## config.mk

```make
export PLATFORM = sky130hd
export DESIGN_NAME = window_sigma_outlier_filter_top
export DESIGN_NICKNAME = d
export VERILOG_FILES = /design/src/hdl/wsof_pkg.sv /design/src/hdl/window_sigma_outlier_filter_top.sv /design/src/hdl/wsof_cell.sv /design/src/hdl/wsof_decide.sv /design/src/hdl/wsof_skid.sv
export SDC_FILE = /design/constraint.sdc
export NUM_CORES = 2
export LEC_CHECK = 0
export BUFFER_PORTS_ARGS = -buffer_cell sky130_fd_sc_hd__buf_4
export CAP_MARGIN = 15
export CORE_MARGIN = 8
export CORE_UTILIZATION = 70
export DETAILED_ROUTE_END_ITERATION = 7
export PLACE_DENSITY = 0.95
export SLEW_MARGIN = 10
export SYNTH_ARGS = -nofsm -noshare
export SYNTH_HDL_FRONTEND = slang
export SYNTH_SLANG_ARGS = --single-unit
export TNS_END_PERCENT = 5
```

## constraint.sdc

```tcl
create_clock -name clk -period 17.9 [get_ports clk]
set_clock_uncertainty 0.1 [all_clocks]
set_input_delay 0.895 -clock clk [delete_from_list [all_inputs] [get_ports clk]]
set_output_delay 0.895 -clock clk [all_outputs]
set_load 0.1 [all_outputs]
```

## src/hdl/wsof_pkg.sv

```systemverilog
// shared types and constants for the window sigma outlier filter
package wsof_pkg;

    localparam int SAMPLE_BITS = 16;
    localparam int SQ_BITS     = 2 * SAMPLE_BITS;
    localparam int WINDOW_DEF  = 5;

    typedef struct packed {
        logic signed [SAMPLE_BITS-1:0] sample;
        logic                          last;
    } in_word_t;

    typedef struct packed {
        logic signed [SAMPLE_BITS-1:0] sample_out;
        logic                          keep;
        logic                          last_out;
    } out_word_t;

    // one position of the sample window
    typedef struct packed {
        logic                          valid;
        logic signed [SAMPLE_BITS-1:0] sample;
        logic [SQ_BITS-1:0]            sq;
    } cell_t;

    // what the window hands to the decision pipeline after a shift
    typedef struct packed {
        logic valid;
        logic test;
        logic last;
    } emit_t;

endpackage

```

## src/hdl/window_sigma_outlier_filter_top.sv

```systemverilog
// window sigma outlier filter: sample window chain, running sums, decision pipeline
// throughput: one sample per cycle while the output buffer has room, set by the
// one-shift-per-cycle cell chain; a word marked last blocks input while the chain
// drains the held samples, one per cycle unless stalled, through the same pipeline
// reset: asynchronous, clears the window, the running sums and all control state
module window_sigma_outlier_filter_top #(
    parameter int WINDOW = wsof_pkg::WINDOW_DEF
) (
    input  logic                clk,
    input  logic                rst_n,
    input  logic                feed_valid,
    output logic                feed_stall,
    input  wsof_pkg::in_word_t  feed_data,
    output logic                result_valid,
    input  logic                result_stall,
    output wsof_pkg::out_word_t result_data
);
    import wsof_pkg::*;

    localparam int CENTRE = (WINDOW - 1) / 2;
    localparam int DELAY  = WINDOW - 1 - CENTRE;
    localparam int SUM_W  = SAMPLE_BITS + $clog2(WINDOW) + 1;
    localparam int QSUM_W = SQ_BITS + $clog2(WINDOW);
    // cells ahead of the one just behind the centre
    localparam logic [WINDOW-1:0] LOW_MASK = WINDOW'((1 << (DELAY - 1)) - 1);

    logic                          adv;
    logic                          accept;
    logic                          shift;
    logic                          flush_end;
    logic                          room;
    logic                          push;
    out_word_t                     push_word;

    logic                          s0_valid_reg;
    logic                          s0_valid_next;
    logic                          s0_last_reg;
    logic signed [SAMPLE_BITS-1:0] s0_sample_reg;
    logic [SQ_BITS-1:0]            s0_sq_reg;
    logic signed [SQ_BITS-1:0]     sq_next;

    logic                          flushing_reg;
    logic                          flushing_next;
    logic signed [SUM_W-1:0]       sum_reg;
    logic signed [SUM_W-1:0]       sum_next;
    logic [QSUM_W-1:0]             qsum_reg;
    logic [QSUM_W-1:0]             qsum_next;
    emit_t                         em_reg;
    emit_t                         em_next;

    cell_t                         entry;
    cell_t                         chain [WINDOW];
    logic [WINDOW-1:0]             cv;

    assign adv        = room;
    assign feed_stall = !room || flushing_reg || (s0_valid_reg && s0_last_reg);
    assign accept     = feed_valid && !feed_stall;
    assign shift      = adv && (s0_valid_reg || flushing_reg);
    // drain ends once no held sample remains ahead of the centre
    assign flush_end  = adv && flushing_reg && ((cv & LOW_MASK) == '0);

    assign sq_next = feed_data.sample * feed_data.sample;

    // empty filler enters the chain while draining
    always_comb
    begin
        entry.valid  = s0_valid_reg && !flushing_reg;
        entry.sample = flushing_reg ? '0 : s0_sample_reg;
        entry.sq     = flushing_reg ? '0 : s0_sq_reg;
    end

    always_comb
    begin
        s0_valid_next = adv ? accept : s0_valid_reg;

        priority if (flush_end)
        begin
            flushing_next = 1'b0;
        end
        else if (shift && !flushing_reg && s0_last_reg)
        begin
            flushing_next = 1'b1;
        end
        else
        begin
            flushing_next = flushing_reg;
        end

        // sums follow the cell contents, valid or not
        if (shift)
        begin
            sum_next  = sum_reg + SUM_W'(entry.sample) - SUM_W'(chain[WINDOW-1].sample);
            qsum_next = qsum_reg + QSUM_W'(entry.sq) - QSUM_W'(chain[WINDOW-1].sq);
        end
        else
        begin
            sum_next  = sum_reg;
            qsum_next = qsum_reg;
        end

        if (adv)
        begin
            em_next.valid = shift && cv[DELAY-1];
            em_next.test  = shift && !flushing_reg && cv[WINDOW-2];
            em_next.last  = flush_end;
        end
        else
        begin
            em_next = em_reg;
        end
    end

    always_ff @(posedge clk or negedge rst_n)
    begin
        if (!rst_n)
        begin
            s0_valid_reg <= 1'b0;
            flushing_reg <= 1'b0;
            sum_reg      <= '0;
            qsum_reg     <= '0;
            em_reg       <= '0;
        end
        else
        begin
            s0_valid_reg <= s0_valid_next;
            flushing_reg <= flushing_next;
            sum_reg      <= sum_next;
            qsum_reg     <= qsum_next;
            em_reg       <= em_next;
        end
    end

    always_ff @(posedge clk)
    begin
        if (accept)
        begin
            s0_last_reg   <= feed_data.last;
            s0_sample_reg <= feed_data.sample;
            s0_sq_reg     <= sq_next;
        end
    end

    // newest sample in cell 0, oldest in the last cell
    for (genvar i = 0; i < WINDOW; i++)
    begin : g_cell
        if (i == 0)
        begin : g_head
            wsof_cell u_cell (
                .clk   (clk),
                .rst_n (rst_n),
                .shift (shift),
                .clear (flush_end),
                .prev  (entry),
                .cur   (chain[i])
            );
        end
        else
        begin : g_body
            wsof_cell u_cell (
                .clk   (clk),
                .rst_n (rst_n),
                .shift (shift),
                .clear (flush_end),
                .prev  (chain[i-1]),
                .cur   (chain[i])
            );
        end
        assign cv[i] = chain[i].valid;
    end

    wsof_decide #(
        .WINDOW (WINDOW)
    ) u_decide (
        .clk    (clk),
        .rst_n  (rst_n),
        .adv    (adv),
        .em     (em_reg),
        .centre (chain[DELAY].sample),
        .sum    (sum_reg),
        .qsum   (qsum_reg),
        .push   (push),
        .word   (push_word)
    );

    wsof_skid u_skid (
        .clk   (clk),
        .rst_n (rst_n),
        .push  (push),
        .word  (push_word),
        .room  (room),
        .valid (result_valid),
        .stall (result_stall),
        .data  (result_data)
    );

    assert property (@(posedge clk) disable iff (!rst_n)
        result_valid && result_data.last_out |-> result_data.keep)
        else $error("closing word of a stream marked as outlier");

    assert property (@(posedge clk) disable iff (!rst_n)
        $fell(flushing_reg) |-> cv == '0)
        else $error("window still holds samples after drain");

    assert property (@(posedge clk) disable iff (!rst_n)
        $rose(flushing_reg) |-> $past(s0_valid_reg && s0_last_reg))
        else $error("drain started without a last word");

    assert property (@(posedge clk) disable iff (!rst_n)
        em_reg.test |-> &cv)
        else $error("outlier test on a window that is not full");

endmodule

```

## src/hdl/wsof_cell.sv

```systemverilog
// one window cell: sample, its square and an occupied flag, shifted from the neighbor
module wsof_cell (
    input  logic            clk,
    input  logic            rst_n,
    input  logic            shift,
    input  logic            clear,
    input  wsof_pkg::cell_t prev,
    output wsof_pkg::cell_t cur
);
    import wsof_pkg::*;

    cell_t cell_reg;
    cell_t cell_next;

    always_comb
    begin
        cell_next = cell_reg;
        if (shift)
        begin
            cell_next = prev;
            if (clear)
            begin
                cell_next.valid = 1'b0;
            end
        end
    end

    // contents reset to zero so the running window sums start consistent
    always_ff @(posedge clk or negedge rst_n)
    begin
        if (!rst_n)
        begin
            cell_reg <= '0;
        end
        else
        begin
            cell_reg <= cell_next;
        end
    end

    assign cur = cell_reg;

endmodule

```

## src/hdl/wsof_decide.sv

```systemverilog
// outlier decision pipeline: deviation and variance terms, squares, compare
module wsof_decide #(
    parameter int WINDOW = wsof_pkg::WINDOW_DEF,
    localparam int SUM_W  = wsof_pkg::SAMPLE_BITS + $clog2(WINDOW) + 1,
    localparam int QSUM_W = wsof_pkg::SQ_BITS + $clog2(WINDOW)
) (
    input  logic                                  clk,
    input  logic                                  rst_n,
    input  logic                                  adv,
    input  wsof_pkg::emit_t                       em,
    input  logic signed [wsof_pkg::SAMPLE_BITS-1:0] centre,
    input  logic signed [SUM_W-1:0]               sum,
    input  logic [QSUM_W-1:0]                     qsum,
    output logic                                  push,
    output wsof_pkg::out_word_t                   word
);
    import wsof_pkg::*;

    localparam int D_W   = SUM_W + 2;
    localparam int VAR_W = 2 * SUM_W + 2;
    localparam int DD_W  = 2 * D_W;
    localparam logic signed [D_W-1:0] W_D = D_W'(WINDOW);
    localparam logic [VAR_W-1:0]      W_V = VAR_W'(WINDOW);

    emit_t                         p2_ctrl_reg;
    emit_t                         p3_ctrl_reg;
    logic signed [SAMPLE_BITS-1:0] p2_sample_reg;
    logic signed [SAMPLE_BITS-1:0] p3_sample_reg;
    logic signed [D_W-1:0]         p2_dev_reg;
    logic [VAR_W-1:0]              p2_wq_reg;
    logic signed [2*SUM_W-1:0]     p2_ss_reg;
    logic signed [DD_W-1:0]        p3_dd_reg;
    logic signed [VAR_W-1:0]       p3_var_reg;

    logic signed [D_W-1:0]         dev_next;
    logic [VAR_W-1:0]              wq_next;
    logic signed [2*SUM_W-1:0]     ss_next;
    logic signed [DD_W-1:0]        dd_next;
    logic signed [VAR_W-1:0]       var_next;

    // W*v - S, W*Q and S^2
    assign dev_next = W_D * D_W'(centre) - D_W'(sum);
    assign wq_next  = W_V * VAR_W'(qsum);
    assign ss_next  = sum * sum;

    // (W*v - S)^2 and W*Q - S^2
    assign dd_next  = p2_dev_reg * p2_dev_reg;
    assign var_next = $signed(p2_wq_reg) - VAR_W'(p2_ss_reg);

    always_ff @(posedge clk or negedge rst_n)
    begin
        if (!rst_n)
        begin
            p2_ctrl_reg <= '0;
            p3_ctrl_reg <= '0;
        end
        else if (adv)
        begin
            p2_ctrl_reg <= em;
            p3_ctrl_reg <= p2_ctrl_reg;
        end
    end

    always_ff @(posedge clk)
    begin
        if (adv)
        begin
            p2_sample_reg <= centre;
            p2_dev_reg    <= dev_next;
            p2_wq_reg     <= wq_next;
            p2_ss_reg     <= ss_next;
            p3_sample_reg <= p2_sample_reg;
            p3_dd_reg     <= dd_next;
            p3_var_reg    <= var_next;
        end
    end

    assign push            = adv && p3_ctrl_reg.valid;
    assign word.sample_out = p3_sample_reg;
    assign word.keep       = !(p3_ctrl_reg.test && (p3_dd_reg > DD_W'(p3_var_reg)));
    assign word.last_out   = p3_ctrl_reg.last;

endmodule

```

## src/hdl/wsof_skid.sv

```systemverilog
// two-word output buffer that decouples the pipeline from the result stall
module wsof_skid (
    input  logic                clk,
    input  logic                rst_n,
    input  logic                push,
    input  wsof_pkg::out_word_t word,
    output logic                room,
    output logic                valid,
    input  logic                stall,
    output wsof_pkg::out_word_t data
);
    import wsof_pkg::*;

    localparam logic [1:0] DEPTH = 2'd2;

    out_word_t  slot_reg [2];
    logic       wr_ptr_reg;
    logic       wr_ptr_next;
    logic       rd_ptr_reg;
    logic       rd_ptr_next;
    logic [1:0] count_reg;
    logic [1:0] count_next;
    logic       pop;

    assign pop   = valid && !stall;
    assign valid = count_reg != 2'd0;
    assign room  = count_reg != DEPTH;
    assign data  = slot_reg[rd_ptr_reg];

    always_comb
    begin
        wr_ptr_next = push ? !wr_ptr_reg : wr_ptr_reg;
        rd_ptr_next = pop ? !rd_ptr_reg : rd_ptr_reg;
        count_next  = count_reg + {1'b0, push} - {1'b0, pop};
    end

    always_ff @(posedge clk or negedge rst_n)
    begin
        if (!rst_n)
        begin
            wr_ptr_reg <= 1'b0;
            rd_ptr_reg <= 1'b0;
            count_reg  <= 2'd0;
        end
        else
        begin
            wr_ptr_reg <= wr_ptr_next;
            rd_ptr_reg <= rd_ptr_next;
            count_reg  <= count_next;
        end
    end

    always_ff @(posedge clk)
    begin
        if (push)
        begin
            slot_reg[wr_ptr_reg] <= word;
        end
    end

endmodule

```

==> results by group <==
Clocking
  – Clk sinks: 606
  – CTS clock-pin slew for the worst setup and hold paths: 0.07 ns
  – # Post-CTS Setup Buffers: 0
  – Max Root-Sink Buffers: 3
  – CTS Hold Bufs: 0
  – CTS tree: done
  – Post-CTS resize count: 0
  – CTS root buffer: clkbuf_16
  – Num CTS Buffers: ~60
  – H-tree Lvls: 2
  – Clk_lat worst skew: 0.67 ns

STA
  – Hold Fails Final Rpt: 0
  – Max-slew headroom: 0.201
  – Worst Max-Slew Pin Slew: between 1 and 1.5 ns
  – Period utilisation layout: 0.528
  – Final worst slack: 8.45 ns
  – Period minus WS final: between 9 and 10 ns
  – Slew Viols, Final: 0
  – Endpoints failing setup: 0
  – Fmax: 106 MHz
  – Unrepaired setup endpoints after global routing: false
  – TNS Setup: 0 ns
  – Hold slack: 0.103 ns

Synth
  – Distinct cells, synth: 84
  – Ys flop type: dfrtp_1
  – Async SR Flop Fraction: 0.510
  – Post-Syn Area: approximately 69000 um2
  – #FFs+latches synth: between 600 and 700
  – Syn avg cell area: approximately 9.9 um2
  – Post-synth net total: slightly below 9000
  – Mapped Cells: around 7000
  – Yosys warnings: 0
  – Sequential element share of the synthesized area: 0.240
  – EDFF count, synth: slightly below 300

Place
  – Hpwl dp: between 100000 and 150000 um
  – Placed instance area: between 70000 and 80000 um2
  – PortBufs: 40
  – Place WS: 8.72 ns
  – Routability Congestion: 0.953

Status
  – Status: complete, no violations

Route
  – Via count: 50800
  – DRC errors left: 0
  – Final ANT Viol Nets: 0
  – DR iter-0 viols: 5513
  – First-pass DRT Iterations: 8
  – Final wirelength: roughly 180000 um
  – DR WL/cell: between 20 and 25 um
  – Vias per cell: 6.08

Layout
  – Fin area: 73000 um2
  – Fin nets: a little under 9000
  – Layout cells sized above 1: 0.0332
  – Most common cell after layout, fill and taps aside: inv_1
  – Area delta synth->final: 5.17%
  – Max reg flops: about 190
  – Most frequent cells in the layout: inv_1, fa_1, nand2_1

Die
  – Number of I/O pins: 41
  – Die X: around 330 um
  – Row cnt: roughly 120
  – Die height: around 330 um
  – Die area: ~110000 um2
  – Initial Utilization: 0.706
  – Core area: just under 100000 um2

Worst setup path
  – CP Launch Type: register
  – Worst Path Class, Setup: register to register
  – Crit end category: register
  – WP data arrival: 9.74 ns
  – Critical path data required time: approximately 18 ns
  – Worst-path fanout max: 23

Global routing
  – Initial antenna violation count: 4
  – All-Layer GR Usage: 0.335
  – Vias in the first global route: between 50000 and 60000
  – GR Overflow Total: 0
  – Largest net degree at the start of global routing: about 110
  – First-pass GRT wire length: a little under 300000 um

Flow run
  – # Max-Cap Violations: 0

Worst hold path
  – Hold Crit Class: input port to async pin
per-layer routing:
metal	GRT usage	routed length (um)
met5	0	0
met4	0.200	13400
met3	0.0724	18400
met2	0.557	85400
met1	0.402	61300
logic make-up (layout without fill, tap and decap cells):
group                      after synthesis  count (layout)  synth area share
adders and majority gates             1738            1738             0.437
muxes                                   23              23           0.00368
DFF                                    606             606             0.240
xor gates and xnor gates               265             265            0.0334
buffers and inverters                 1905            1914             0.103
and+or+nand+nor                       1713            1713             0.108
other                                    2               4          0.000108
AOI/OAI and AO/OA                      792             792            0.0754
synthesized netlist by cell type, types with 26 or more instances:
library cell	instances	area, um2
nor2b_1	39	244
inv_1	1710	6420
fa_1	1140	22800
and2_1	125	782
a22o_1	52	455
o21ai_0	127	636
nand2b_1	82	513
a21o_1	119	893
nor2_1	320	1200
a21oi_1	210	1050
edfxtp_1	297	8920
o21bai_1	32	240
a31oi_1	26	163
and3_1	31	194
dfrtp_1	309	7730
o21a_1	37	278
ha_1	598	7480
clkbuf_1	172	646
xor2_1	60	526
nor3_1	45	225
o21ai_1	43	215
nand2_1	955	3580
xnor2_1	205	1800
nand3_1	36	180
area by class of cell:
cell class / count / area [um2]
well taps: 1287 / 1610
fillers: 5683 / 25300
inverters: 1725 / 6480
diodes: 2 / 5.00
clock buffers: 81 / 1690
multi-input cells: 4533 / 45600
flip-flops and latches: 606 / 16700
clock inverters: 34 / 364
repair buffers: 74 / 563
path summary, 6_finish.rpt:
kind | startpoint | end | slack [ns] | cells after the start
setup / recovery | sum_reg[19]$_DFFE_PN0P_ | u_decide.p2_ss_reg[39]$_DFFE_PN_ | 8.45 | 24
hold reg to reg | u_decide.p2_sample_reg[1]$_DFFE_PN_ | u_decide.p3_sample_reg[1]$_DFFE_PN_ | 0.33 | 0
setup reg to reg | sum_reg[19]$_DFFE_PN0P_ | u_decide.p2_ss_reg[39]$_DFFE_PN_ | 8.45 | 24
max in group asynchronous | rst_n | g_cell[2].g_body.u_cell.cur[14]$_DFFE_PN0P_ | 14.26 | 4
hold / removal | rst_n | sum_reg[15]$_DFFE_PN0P_ | 0.10 | 1
min in group clk | u_decide.p2_sample_reg[1]$_DFFE_PN_ | u_decide.p3_sample_reg[1]$_DFFE_PN_ | 0.33 | 0
per-stage QoR:
step / utilization / cells
after CTS: 0.743 / 8340
after detailed placement: 0.722 / 8225
final: 0.743 / 8342
after floorplan: - / 7044
after global routing: 0.743 / 8342
after global placement: 0.722 / 8225
critical path, cell delays in order (launching register included):
cell and delay (ns):
dfrtp_1 0.68, inv_1 0.82, nor2_1 0.29, fa_1 0.64, inv_1 0.14, fa_1 0.58, inv_1 0.06, fa_1 0.81
inv_1 0.26, fa_1 0.54, inv_1 0.06, fa_1 0.49, fa_1 0.50, inv_1 0.06, fa_1 0.50, inv_1 0.04
ha_1 0.32, and4_1 0.26, a2111oi_0 0.40, a211oi_1 0.11, a41oi_1 0.46, o21ai_1 0.22, o41ai_2 0.46, mux2i_1 0.23
nand4_1 0.11
Power is not shown: default switching activity piles up to over one toggle a cycle in this logic, so the estimate is an artifact.
